### config.mk
export PLATFORM = sky130hd
export DESIGN_NAME = sonar_distance_frame_parser_top_flat
export DESIGN_NICKNAME = d
export VERILOG_FILES = /design/src/rtl/core/sdfp_pkg.sv /design/src/rtl/core/sdfp_if.sv /design/src/rtl/core/sdfp_div_step.sv /design/src/rtl/core/sonar_distance_frame_parser_top.sv /design/src/flat_wrapper.sv
export SDC_FILE = /design/constraint.sdc
export NUM_CORES = 1
export LEC_CHECK = 0
export ABC_AREA = 1
export CAP_MARGIN = 20
export CORE_UTILIZATION = 60
export CTS_CLUSTER_SIZE = 30
export DETAILED_ROUTE_END_ITERATION = 7
export DONT_BUFFER_PORTS = 1
export GPL_ROUTABILITY_DRIVEN = 1
export GPL_TIMING_DRIVEN = 1
export PLACE_DENSITY = 0.72
export REMOVE_ABC_BUFFERS = 1
export SLEW_MARGIN = 20
export SYNTH_ARGS = -nofsm -noshare
export SYNTH_HDL_FRONTEND = slang
export SYNTH_SLANG_ARGS = --single-unit
### constraint.sdc
create_clock -name clk -period 18.7 [get_ports clk]
set_clock_uncertainty 0.15 [all_clocks]
set_input_delay 1.87 -clock clk [delete_from_list [all_inputs] [get_ports clk]]
set_output_delay 1.87 -clock clk [all_outputs]
set_load 0.05 [all_outputs]
### src/rtl/core/sdfp_pkg.sv
// ----------------------------------------------------------------------------
// Sonar distance frame parser package
// Frame layout constants and the divide-by-1000 digit step constants.
// ----------------------------------------------------------------------------
`default_nettype none

package sdfp_pkg;

    // Header bytes that open a frame.
    localparam logic [7:0] HDR_FIRST  = 8'h42;
    localparam logic [7:0] HDR_SECOND = 8'h52;

    // Frame positions, counted from the first header byte.
    localparam logic [3:0] HDR_SECOND_POS = 4'd1;
    localparam logic [3:0] DIST_FIRST_POS = 4'd8;
    localparam logic [3:0] DIST_LAST_POS  = 4'd11;
    localparam logic [3:0] CONF_POS       = 4'd12;
    localparam logic [3:0] CHECK_POS      = 4'd13;

    // Field widths.
    localparam int BYTE_W  = 8;
    localparam int DEPTH_W = 23;
    localparam int REM_W   = 10;
    localparam int POS_W   = 4;

    // Divisor and its reciprocal: floor(x / 1000) == (x * RECIP) >> RECIP_SHIFT
    // holds exactly for every x below 2^18.
    localparam int          DEPTH_DIV   = 1000;
    localparam int          DIVIDEND_W  = REM_W + BYTE_W;
    localparam int          RECIP_W     = 19;
    localparam logic [18:0] RECIP       = 19'd268436;
    localparam int          RECIP_SHIFT = 28;
    localparam int          PROD_W      = DIVIDEND_W + RECIP_W;

    typedef logic [BYTE_W-1:0]  byte_t;
    typedef logic [DEPTH_W-1:0] depth_t;
    typedef logic [REM_W-1:0]   rem_t;
    typedef logic [POS_W-1:0]   pos_t;

    // Quotient and remainder of the distance seen so far, divided by 1000.
    typedef struct packed {
        depth_t quot;
        rem_t   rem;
    } div_state_t;

endpackage

`default_nettype wire

### src/rtl/core/sdfp_if.sv
// ----------------------------------------------------------------------------
// Sonar distance frame parser channels
// Valid/ready channels for received bytes and for frame results.
// ----------------------------------------------------------------------------
`default_nettype none

// Received byte channel.
interface sdfp_in_if;
    logic              valid;
    logic              ready;
    sdfp_pkg::byte_t   rx_byte;

    modport source (output valid, output rx_byte, input ready);
    modport sink   (input valid, input rx_byte, output ready);
endinterface

// Frame result channel.
interface sdfp_out_if;
    logic              valid;
    logic              ready;
    sdfp_pkg::depth_t  depth_scaled;
    sdfp_pkg::byte_t   confidence;
    logic              checksum_ok;

    modport source (output valid, output depth_scaled, output confidence,
                    output checksum_ok, input ready);
    modport sink   (input valid, input depth_scaled, input confidence,
                    input checksum_ok, output ready);
endinterface

`default_nettype wire

### src/rtl/core/sdfp_div_step.sv
// ----------------------------------------------------------------------------
// Divide-by-1000 digit step
// Folds one more distance byte into a running quotient and remainder.
// ----------------------------------------------------------------------------
`default_nettype none

module sdfp_div_step (
    input  wire sdfp_pkg::div_state_t cur,
    input  wire sdfp_pkg::byte_t      digit,
    output wire sdfp_pkg::div_state_t nxt
);
    import sdfp_pkg::*;

    logic [DIVIDEND_W-1:0] dividend;
    logic [PROD_W-1:0]     prod;
    logic [BYTE_W-1:0]     q_digit;
    logic [DIVIDEND_W-1:0] q_times_div;
    logic [DIVIDEND_W-1:0] rem_wide;

    // The remainder is below 1000, so remainder * 256 + byte is below 2^18.
    assign dividend = {cur.rem, digit};

    // Quotient digit through the exact reciprocal; it is always below 256.
    assign prod    = PROD_W'(dividend) * PROD_W'(RECIP);
    assign q_digit = prod[RECIP_SHIFT +: BYTE_W];

    // q * 1000 as q * 1024 - q * 16 - q * 8.
    assign q_times_div = (DIVIDEND_W'(q_digit) << 10)
                       - (DIVIDEND_W'(q_digit) << 4)
                       - (DIVIDEND_W'(q_digit) << 3);
    assign rem_wide    = dividend - q_times_div;

    // New quotient is the old one shifted up a byte plus the new digit.
    assign nxt.quot = {cur.quot[DEPTH_W-BYTE_W-1:0], q_digit};
    assign nxt.rem  = rem_wide[REM_W-1:0];

endmodule

`default_nettype wire

### src/rtl/core/sonar_distance_frame_parser_top.sv
// ----------------------------------------------------------------------------
// Sonar distance frame parser
// Finds 0x42 0x52 framed distance messages in a byte stream and reports them.
// ----------------------------------------------------------------------------
// The block takes one received byte per cycle on in_ch unless stalled and, for
// each complete frame (two header bytes, eleven payload bytes, one check byte),
// gives one item on out_ch: the 32-bit distance divided by 1000, the confidence
// byte and a checksum flag; on a bad checksum the distance and confidence read
// zero. Bytes outside a frame that do not continue the header are dropped. Each
// byte passes an input register, and a result register that drives out_ch is
// loaded as the check byte leaves it; the divide by 1000 is done one distance
// byte at a time as the bytes arrive, by a single digit step. A result waiting
// on out_ch stalls only a following check byte.
`default_nettype none

module sonar_distance_frame_parser_top (
    input  wire logic  clk,
    input  wire logic  rst_n,
    sdfp_in_if.sink    in_ch,
    sdfp_out_if.source out_ch
);
    import sdfp_pkg::*;

    // Input register.
    logic       in_vld_reg;
    byte_t      in_byte_reg;

    // Frame state.
    logic       in_frame_reg, in_frame_next;
    pos_t       pos_reg, pos_next;
    byte_t      sum_reg, sum_next;
    div_state_t div_reg, div_next;
    byte_t      conf_reg, conf_next;

    // Result register.
    logic       out_vld_reg, out_vld_next;
    depth_t     out_depth_reg;
    byte_t      out_conf_reg;
    logic       out_ok_reg;

    logic       emit;
    logic       proc;
    logic       sum_match;
    div_state_t div_cur;
    div_state_t div_step;

    // Only the check byte needs the result register free.
    assign emit  = in_frame_reg && (pos_reg >= CHECK_POS);
    assign proc  = in_vld_reg && (!emit || !out_vld_reg || out_ch.ready);
    assign in_ch.ready = !in_vld_reg || proc;

    assign sum_match = (in_byte_reg == sum_reg);

    // The first distance byte starts the division from zero.
    assign div_cur = (pos_reg == DIST_FIRST_POS) ? '0 : div_reg;

    sdfp_div_step u_div_step (
        .cur   (div_cur),
        .digit (in_byte_reg),
        .nxt   (div_step)
    );

    // Input register load.
    always_ff @(posedge clk or negedge rst_n)
    begin
        if (!rst_n)
        begin
            in_vld_reg <= 1'b0;
        end
        else if (in_ch.ready)
        begin
            in_vld_reg <= in_ch.valid;
        end
    end

    always_ff @(posedge clk)
    begin
        if (in_ch.valid && in_ch.ready)
        begin
            in_byte_reg <= in_ch.rx_byte;
        end
    end

    // Header hunt, payload accumulation and check byte handling.
    always_comb
    begin
        in_frame_next = in_frame_reg;
        pos_next      = pos_reg;
        sum_next      = sum_reg;
        div_next      = div_reg;
        conf_next     = conf_reg;
        if (proc)
        begin
            if (!in_frame_reg)
            begin
                if (in_byte_reg == HDR_FIRST && pos_reg == '0)
                begin
                    sum_next = HDR_FIRST;
                    pos_next = HDR_SECOND_POS;
                end
                else if (in_byte_reg == HDR_SECOND && pos_reg == HDR_SECOND_POS)
                begin
                    sum_next      = sum_reg + HDR_SECOND;
                    pos_next      = pos_reg + 1'b1;
                    in_frame_next = 1'b1;
                end
            end
            else if (!emit)
            begin
                if (pos_reg >= DIST_FIRST_POS && pos_reg <= DIST_LAST_POS)
                begin
                    div_next = div_step;
                end
                else if (pos_reg == CONF_POS)
                begin
                    conf_next = in_byte_reg;
                end
                sum_next = sum_reg + in_byte_reg;
                pos_next = pos_reg + 1'b1;
            end
            else
            begin
                in_frame_next = 1'b0;
                pos_next      = '0;
                sum_next      = '0;
            end
        end
    end

    always_ff @(posedge clk or negedge rst_n)
    begin
        if (!rst_n)
        begin
            in_frame_reg <= 1'b0;
            pos_reg      <= '0;
            sum_reg      <= '0;
        end
        else
        begin
            in_frame_reg <= in_frame_next;
            pos_reg      <= pos_next;
            sum_reg      <= sum_next;
        end
    end

    always_ff @(posedge clk)
    begin
        div_reg  <= div_next;
        conf_reg <= conf_next;
    end

    // Result register.
    always_comb
    begin
        out_vld_next = out_vld_reg && !out_ch.ready;
        if (proc && emit)
        begin
            out_vld_next = 1'b1;
        end
    end

    always_ff @(posedge clk or negedge rst_n)
    begin
        if (!rst_n)
        begin
            out_vld_reg <= 1'b0;
        end
        else
        begin
            out_vld_reg <= out_vld_next;
        end
    end

    always_ff @(posedge clk)
    begin
        if (proc && emit)
        begin
            out_depth_reg <= sum_match ? div_reg.quot : '0;
            out_conf_reg  <= sum_match ? conf_reg : '0;
            out_ok_reg    <= sum_match;
        end
    end

    assign out_ch.valid        = out_vld_reg;
    assign out_ch.depth_scaled = out_depth_reg;
    assign out_ch.confidence   = out_conf_reg;
    assign out_ch.checksum_ok  = out_ok_reg;

endmodule

`default_nettype wire

### src/flat_wrapper.sv
// flat-port wrapper written by rule: the top's interface ports become plain ports
module sonar_distance_frame_parser_top_flat import sdfp_pkg::*;
  (clk, rst_n, in_ch_valid, in_ch_rx_byte, in_ch_ready, out_ch_valid, out_ch_depth_scaled, out_ch_confidence, out_ch_checksum_ok, out_ch_ready);
  sdfp_in_if in_ch_i ();
  sdfp_out_if out_ch_i ();
  input  wire logic clk;
  input  wire logic rst_n;
  input wire logic [$bits(in_ch_i.valid)-1:0] in_ch_valid;
  input wire logic [$bits(in_ch_i.rx_byte)-1:0] in_ch_rx_byte;
  output wire logic [$bits(in_ch_i.ready)-1:0] in_ch_ready;
  output wire logic [$bits(out_ch_i.valid)-1:0] out_ch_valid;
  output wire logic [$bits(out_ch_i.depth_scaled)-1:0] out_ch_depth_scaled;
  output wire logic [$bits(out_ch_i.confidence)-1:0] out_ch_confidence;
  output wire logic [$bits(out_ch_i.checksum_ok)-1:0] out_ch_checksum_ok;
  input wire logic [$bits(out_ch_i.ready)-1:0] out_ch_ready;
  assign in_ch_i.valid = in_ch_valid;
  assign in_ch_i.rx_byte = in_ch_rx_byte;
  assign in_ch_ready = in_ch_i.ready;
  assign out_ch_valid = out_ch_i.valid;
  assign out_ch_depth_scaled = out_ch_i.depth_scaled;
  assign out_ch_confidence = out_ch_i.confidence;
  assign out_ch_checksum_ok = out_ch_i.checksum_ok;
  assign out_ch_i.ready = out_ch_ready;
  sonar_distance_frame_parser_top u_core (.clk(clk), .rst_n(rst_n), .in_ch(in_ch_i), .out_ch(out_ch_i));
endmodule
==> results of run 1 <==
[logic make-up (layout without fill, tap and decap cells)]
kind of cell / count (synthesis) / count (layout)
AND/OR/NAND/NOR: 380 / 380
buffers and inverters: 272 / 284
adder cells (fa/ha/maj): 212 / 212
flip-flops: 96 / 96
AO/OA/AOI/OAI: 79 / 79
XOR/XNOR: 15 / 15
[cell type report]
type,instances,area [um2],area share (%)
clock buffers,9,225,2.36
clock inverters,7,85.1,0.893
inverters,266,1000,10.5
multi-input cells,686,5160,54.2
flip-flops and latches,96,2810,29.5
well taps,184,230,2.42
repair buffers,2,15.0,0.158
[final timing paths]
kind,startpoint,cells past startpoint,end,slack (ns)
max,u_core.pos_reg[0],34,u_core.div_reg[9],10.99
min,u_core.sum_reg[0],2,u_core.sum_reg[0],0.37
max reg2reg,u_core.pos_reg[0],34,u_core.div_reg[9],10.99
min reg2reg,u_core.sum_reg[0],2,u_core.sum_reg[0],0.37
max in group asynchronous,rst_n,0,u_core.in_vld_reg,17.26
min in group asynchronous,rst_n,0,u_core.pos_reg[1],1.07
[layer usage]
| metal | share of wire, % | vias to the layer above | wire length [um] |
|---|---|---|---|
| met5 | 0 | - | 0 |
| li1 | - | 3331 | - |
| met1 | 48 | 3004 | 8580 |
| met4 | 1.9 | 0 | 344 |
| met2 | 47 | 156 | 8310 |
| met3 | 3.4 | 32 | 598 |
[worst max-delay path: cells and delay by family, from the launching register on]
family / cells / cell delay (ns)
compound gates: 5 / 0.77
xor+xnor: 1 / 0.19
fa+ha+maj: 9 / 3.65
buf+inv: 5 / 0.45
flops: 1 / 0.42
simple gates: 14 / 1.83
[cell usage after synthesis (9+ instances only)]
| cell type | instances |
|---|---|
| a21oi_1 | 41 |
| dfrtp_1 | 15 |
| edfxtp_1 | 81 |
| fa_1 | 50 |
| ha_1 | 162 |
| inv_1 | 260 |
| nand2_1 | 225 |
| nand3_1 | 37 |
| nand4_1 | 9 |
| nor2_1 | 88 |
| o21ai_0 | 16 |
| xor2_1 | 12 |
[through the flow]
stage	instance area (um2)	setup WS [ns]	instances	hold slack, ns	utilization (%)
finish	9530	10.99	1250	0.372	65.3
detailed placement	9220	11.02	1234	0.363	63.2
floorplan	8970	11.81	1048	0.324	-
CTS	9530	10.97	1250	0.378	65.3
global route	9530	10.40	1250	0.407	65.3
global placement	9220	11.11	1234	0.346	63.2
==> key figures, run 1 <==
Cells and area
  • Most frequent cells in the layout: inv_1, nand2_1, ha_1
  • Commonest non-fill, non-tap cell in the layout: inv_1
  • Layout area overhead: 5.91%
  • Max reg flops: 33
  • Ant diodes: 0
  • Layout cell share with drive strength beyond 1: 3.10%
  • Filler cells: 1220
  • Nets: 1285

Timing
  • RSZ-0062 raised after global routing: false
  • Final count of hold timing violations: 0
  • Final worst path period share: 41.2%
  • Fmax: 0.130 GHz
  • Worst rel slew slack: 54.1%
  • Final min period: 7.71 ns
  • Final Max Slew Viols: 0
  • Slew @ Worst Pin: 0.688 ns
  • TNS Setup: 0 ns
  • Final setup fails: 0

Floorplan
  • Top-level I/O count: 46
  • Initial Utilization: 61.7%
  • Die X: 124 um
  • Std-Cell Rows: 44
  • Die height: 124 um
  • CORE AREA: 14600 um2
  • Die Footprint: 15500 um2

Routing
  • Vias: 6523
  • Final ANT Viol Nets: 0
  • DRC viols: 0
  • Detailed Routing Iterations Pass 1: 5
  • Starting DRT DRC Count: 390
  • Via density: 5.22
  • Total Wirelength: 17.8 mm
  • DR WL/cell: 14.3 um

Logic synthesis
  • Synth Area in Adders: 33.7%
  • Distinct cells, synth: 34
  • EDFF count, synth: 81
  • Synth area leaders: edfxtp_1, ha_1, fa_1, inv_1, nand2_1
  • Post-synthesis simple-gate area fraction: 17.2%
  • Synth top area share: 27.0%
  • Post-Synth XOR/XNOR Area: 1.46%
  • Primary FF master, synth: edfxtp_1
  • Compound-cell area share of the yosys netlist: 4.98%
  • Yosys warns: 0
  • Ys async rst share: 15.6%
  • Mean Syn Cell Area: 8.54 um2
  • Largest family of logic cells by synthesized area: adder cells
  • Synthesized cell area: 9000 um2
  • Yosys top cell by area: edfxtp_1
  • Multiplexer area fraction after synthesis: 0%
  • Cells after Synth: 1054
  • Number of synthesized register bits: 96
  • Register area share after synthesis: 31.2%

Global route
  • First-pass GRT wire length: 29.8 mm
  • GRT Total Usage: 24.2%
  • GRT busiest layer: met2
  • Met3 Usage GRT: 2.88%
  • Pin count of the biggest net entering global routing: 34
  • M2 GR Usage: 40.0%
  • Vias in the first global route: 6269
  • Gr ovfl total: 0
  • GR Util met1: 33.6%
  • Initial antenna violation count: 0

Critical path
  • Setup Crit Path Kind: flip-flop to flip-flop
  • CP Data Arrival Time: 7.66 ns
  • CP peak stage delay: 0.56 ns
  • WP data required: 18.65 ns
  • CP most frequent cell: nand2_1
  • Slowest CP cell: fa_1
  • CP endpoint kind: flip-flop
  • CP startpoint kind: flip-flop
  • CP Max Fanout: 25

CTS
  • Clk root buf: clkbuf_16
  • Post-CTS setup buffer count: 0
  • Clock latency on the worst-skew pair: 0.34 ns
  • CTS buffer count: 9
  • # clock sinks: 96
  • CTS tree: done
  • Clock slew seen by the registers of the worst setup and hold paths: 0.07 ns
  • Post_cts resized: 0
  • Max Buffers Root-to-Sink: 2
  • # hold bufs at CTS: 0
  • Htree depth: 3

Worst hold path
  • Hold Crit Class: flip-flop to flip-flop

Placement
  • Dpl hpwl: 14.8 mm
  • Buffers on Ports: 0
  • Global placer's final weighted congestion: 0.894

Run
  • Max-cap violations: 0

Run status
  • Outcome: completed
Power of run 1 is not shown: default switching activity piles up to over one toggle a cycle in this logic, so the estimate is an artifact.
==> inputs of run 2 (changes only) <==
==> constraint.sdc (replaced) <==
create_clock -name clk -period 7.2 [get_ports clk]
set_clock_uncertainty 0.15 [all_clocks]
set_input_delay 0.72 -clock clk [delete_from_list [all_inputs] [get_ports clk]]
set_output_delay 0.72 -clock clk [all_outputs]
set_load 0.05 [all_outputs]
==> run 2 against run 1 <==
Routed wire length rose by 4.9%. Largest cell class unchanged. Setup slack worse by 11 ns. Final area up 3.8%. Core utilization rose by 2.5 points. Worst hold slack lost 0.047 ns. Register-to-register slack lost 11 ns.
==> key figures, run 2 (same netlist as run 1, synthesis figures left out) <==
Run status
  • Outcome: completed

Cells and area
  • Max reg flops: 33
  • Most frequent cells in the layout: inv_1, nand2_1, ha_1
  • Nets: 1307
  • Layout area overhead: 9.94%
  • Ant diodes: 0
  • Layout cell share with drive strength beyond 1: 8.82%
  • Post-route insts no fill: 1272
  • Commonest non-fill, non-tap cell in the layout: inv_1

CTS
  • Clock slew seen by the registers of the worst setup and hold paths: 0.07 ns
  • Htree depth: 3
  • Clk root buf: clkbuf_16
  • # clock sinks: 96
  • CTS tree: done
  • CTS buffer count: 9
  • Clock latency on the worst-skew pair: 0.34 ns
  • Max Buffers Root-to-Sink: 2

Worst hold path
  • Hold Crit Class: primary input to flip-flop
  • Hold path cells: 0

Routing
  • Final ANT Viol Nets: 0
  • Total Wirelength: 18.7 mm
  • Vias: 6624
  • Starting DRT DRC Count: 417
  • DR WL/cell: 14.7 um
  • Via density: 5.21
  • DRC viols: 0
  • Detailed Routing Iterations Pass 1: 7

Critical path
  • CP most frequent cell: nand2_1
  • CP endpoint kind: flip-flop
  • Setup Crit Path Kind: flip-flop to flip-flop
  • CP peak stage delay: 0.61 ns
  • CP Data Arrival Time: 6.87 ns
  • Reg2reg path depth: 36
  • CP Max Fanout: 6
  • Slowest CP cell: fa_1
  • CP startpoint kind: flip-flop
  • WP data required: 7.14 ns

Global route
  • Pin count of the biggest net entering global routing: 34
  • GRT Total Usage: 25.3%
  • Initial antenna violation count: 0
  • Vias in the first global route: 6524
  • First-pass GRT wire length: 31.2 mm
  • Gr ovfl total: 0

Timing
  • Worst rel slew slack: 52.0%
  • Worst hold slack: 0.325 ns
  • Final min period: 6.92 ns
  • Final worst path period share: 96.2%
  • Final Max Slew Viols: 0
  • Slew @ Worst Pin: 0.718 ns
  • Final count of hold timing violations: 0
  • TNS Setup: 0 ns
  • Final setup fails: 0
  • Fmax: 0.144 GHz

Floorplan
  • Std-Cell Rows: 44
  • CORE AREA: 14600 um2
  • Die Footprint: 15500 um2
  • Initial Utilization: 61.7%
  • Die X: 124 um
  • Top-level I/O count: 46
  • Die height: 124 um

Placement
  • Dpl hpwl: 15.2 mm
  • Global placer's final weighted congestion: 0.951
  • Buffers on Ports: 0
  • Inst Count DP: 1249

Run
  • Max-cap violations: 0
-- run 2: cell count changes in the layout (fill, tap and decap cells not counted), sizes merged --
cell and change:
clkbuf +1, inv -2, bufinv -1, clkinv +2, dlygate4sd3 +1, buf +21
-- run 2: worst paths after layout --
kind / from / end / slack [ns]
max reg2reg: u_core.pos_reg[0] / u_core.div_reg[9] / 0.28
min: in_ch_rx_byte[3] / u_core.in_byte_reg[3] / 0.32
min reg2reg: u_core.div_reg[17] / u_core.div_reg[25] / 0.39
max in group asynchronous: rst_n / u_core.in_vld_reg / 5.72
min in group asynchronous: rst_n / u_core.sum_reg[6] / 0.73
max: u_core.pos_reg[0] / u_core.div_reg[9] / 0.28
-- run 2: area by class of cell --
cell class / count / area (um2)
clock buffer: 10 / 229
clock inverter: 6 / 51.3
fill: 1188 / 4700
inverter: 266 / 1000
multi-input combinational: 686 / 5380
sequential: 96 / 2810
tap: 184 / 230
timing repair buffer: 24 / 186
-- run 2: per-layer routing --
| metal | global-route usage (%) | routed length, um | share of wire (%) | vias up |
|---|---|---|---|---|
| met3 | 4.34 | 810 | 4.3 | 35 |
| met2 | 42.7 | 8940 | 48 | 153 |
| met1 | 33.3 | 8470 | 45 | 3072 |
| met4 | 7.58 | 482 | 2.6 | 0 |
| met5 | 0 | 0 | 0 | - |
| li1 | - | - | - | 3364 |
-- run 2: worst max-delay path, delay by kind of cell, from the launching register on --
family | cells | cell delay [ns]
buf+inv | 8 | 0.56
flops | 1 | 0.42
fa+ha+maj | 9 | 3.53
simple gates | 15 | 1.40
xor+xnor | 1 | 0.21
compound gates | 3 | 0.41
-- run 2: repair_timing --
action	in CTS	in global routing
setup buffers	0	6
pin swaps	0	12
gates resized for setup	1	51
hold endpoints to repair	15	0
hold buffers	1	0
endpoints found under the setup margin	1	2
-- run 2: per-stage QoR --
step | worst slack [ns] | cell area, um2 | utilization (%)
floorplan | 0.313 | 8970 | -
global placement | 0.201 | 9330 | 64.0
detailed placement | 0.0284 | 9330 | 64.0
CTS | 0.0256 | 9620 | 66.0
global route | -0.163 | 9890 | 67.8
finish | 0.275 | 9890 | 67.8
Power of run 2 is left out for the same reason.
==> inputs of run 3 (changes only) <==
--- a/config.mk
+++ b/config.mk
@@ -14,7 +14,6 @@
 export GPL_ROUTABILITY_DRIVEN = 1
 export GPL_TIMING_DRIVEN = 1
 export PLACE_DENSITY = 0.72
-export REMOVE_ABC_BUFFERS = 1
 export SLEW_MARGIN = 20
 export SYNTH_ARGS = -nofsm -noshare
 export SYNTH_HDL_FRONTEND = slang
==> run 3 against run 2 <==
Routed wire length grew 0.95%. Fmax grew 1.2%. Global-route usage grew 0.21 points. Core utilization shrank 0.47 points. Highest routed layer unchanged. Setup slack gained 0.081 ns. Critical path depth is the same. Non-clock buffer count shrank 2. Sequential cell count is the same. First-iteration DRC count shrank 18%. Register-to-register slack gained 0.08 ns. Cell count shrank 0.24%.
==> key figures, run 3 (same netlist as run 1, synthesis figures left out) <==
Run status
  • Outcome: completed

Global route
  • Vias in the first global route: 6595
  • GRT Total Usage: 25.5%
  • Pin count of the biggest net entering global routing: 34
  • First-pass GRT wire length: 31.4 mm
  • Initial antenna violation count: 0
  • Gr ovfl total: 0

Cells and area
  • Commonest non-fill, non-tap cell in the layout: inv_1
  • Max reg flops: 33
  • Sequential cell area: 2810 um2
  • Ant diodes: 0
  • Most frequent cells in the layout: inv_1, nand2_1, ha_1
  • Multi-input gate area: 5310 um2
  • Final Util: 67.3%
  • Layout cell share with drive strength beyond 1: 7.47%
  • Nets: 1305
  • Filler cells: 1181
  • Layout area overhead: 9.18%

Critical path
  • CP startpoint kind: flip-flop
  • CP endpoint kind: flip-flop
  • Reg2reg path depth: 36
  • Slowest CP cell: fa_1
  • Setup Crit Path Kind: flip-flop to flip-flop
  • CP Data Arrival Time: 6.79 ns
  • CP most frequent cell: nand2_1
  • CP Max Fanout: 6
  • WP data required: 7.15 ns
  • CP peak stage delay: 0.57 ns

Routing
  • DRC viols: 0
  • Total Wirelength: 18.9 mm
  • Final ANT Viol Nets: 0
  • Via density: 5.22
  • Detailed Routing Iterations Pass 1: 5
  • DR WL/cell: 14.9 um
  • Vias: 6624
  • Starting DRT DRC Count: 343

Placement
  • Buffers on Ports: 0
  • Global placer's final weighted congestion: 0.949
  • Dpl hpwl: 15.5 mm

Floorplan
  • Die Footprint: 15500 um2
  • Die X: 124 um
  • Top-level I/O count: 46
  • Initial Utilization: 61.7%
  • CORE AREA: 14600 um2
  • Std-Cell Rows: 44
  • Die height: 124 um

Timing
  • Final count of hold timing violations: 0
  • Slew @ Worst Pin: 0.749 ns
  • Fmax: 0.146 GHz
  • Final worst path period share: 95.1%
  • Final setup fails: 0
  • Final min period: 6.84 ns
  • Final Max Slew Viols: 0
  • Worst rel slew slack: 49.9%

CTS
  • Clock slew seen by the registers of the worst setup and hold paths: 0.07 ns
  • Clock latency on the worst-skew pair: 0.34 ns
  • Htree depth: 3
  • CTS tree: done
  • CTS buffer count: 9
  • # clock sinks: 96
  • Max Buffers Root-to-Sink: 2
  • Clk root buf: clkbuf_16

Run
  • Max-cap violations: 0

Logic synthesis
  • Syn Nets: 1278

Worst hold path
  • Hold path cells: 0
  • Hold Crit Class: primary input to flip-flop
run 3: critical path: cells and delay by family, from the launching register on:
kind / cells / cell delay [ns]
adder cells (fa/ha/maj): 9 / 3.43
AO/OA/AOI/OAI: 4 / 0.62
XOR/XNOR: 1 / 0.19
AND/OR/NAND/NOR: 14 / 1.14
flip-flops: 1 / 0.41
buffers and inverters: 8 / 0.64
run 3: routing by layer:
layer | up-vias | track usage [%] | routed length (um)
met3 | 31 | 2.06 | 590
met1 | 3078 | 33.6 | 8590
li1 | 3369 | - | -
met4 | 0 | 8.58 | 422
met5 | - | 0 | 0
met2 | 146 | 44.4 | 9280
run 3: layout make-up:
type | count | area share [%]
Multi-Input combinational cell | 686 | 54.1
Clock inverter | 6 | 0.764
Sequential cell | 96 | 28.6
Timing Repair Buffer | 22 | 1.74
Inverter | 266 | 10.2
Clock buffer | 9 | 2.29
Tap cell | 184 | 2.34
run 3: metrics by stage:
step	setup slack, ns	instance area (um2)	instances	TNS, ns	hold WS, ns
final	0.356	9820	1269	0	0.327
after global routing	-0.0289	9820	1269	-0.0289	0.317
after CTS	0.0543	9650	1266	0	0.318
after detailed placement	0.0864	9340	1250	0	0.275
after global placement	0.232	9340	1250	0	0.275
after floorplan	0.478	9000	1054	0	0.274
run 3: timing repair:
| action | 4_1_cts | 5_1_grt |
|---|---|---|
| setup buffers | 0 | 3 |
| resized for setup | 0 | 36 |
| hold buffers | 1 | 0 |
| setup endpoints to repair | 0 | 2 |
| endpoints found under the hold margin | 15 | 0 |
run 3: final timing paths:
path / startpoint / endpoint / slack (ns)
max in group asynchronous: rst_n / u_core.pos_reg[0] / 5.68
worst max-delay path: u_core.pos_reg[1] / u_core.div_reg[9] / 0.36
worst min register to register: u_core.sum_reg[0] / u_core.sum_reg[0] / 0.38
worst min-delay path: in_ch_rx_byte[6] / u_core.in_byte_reg[6] / 0.33
worst max register to register: u_core.pos_reg[1] / u_core.div_reg[9] / 0.36
min in group asynchronous: rst_n / u_core.sum_reg[3] / 0.75
Power of run 3 is left out for the same reason.
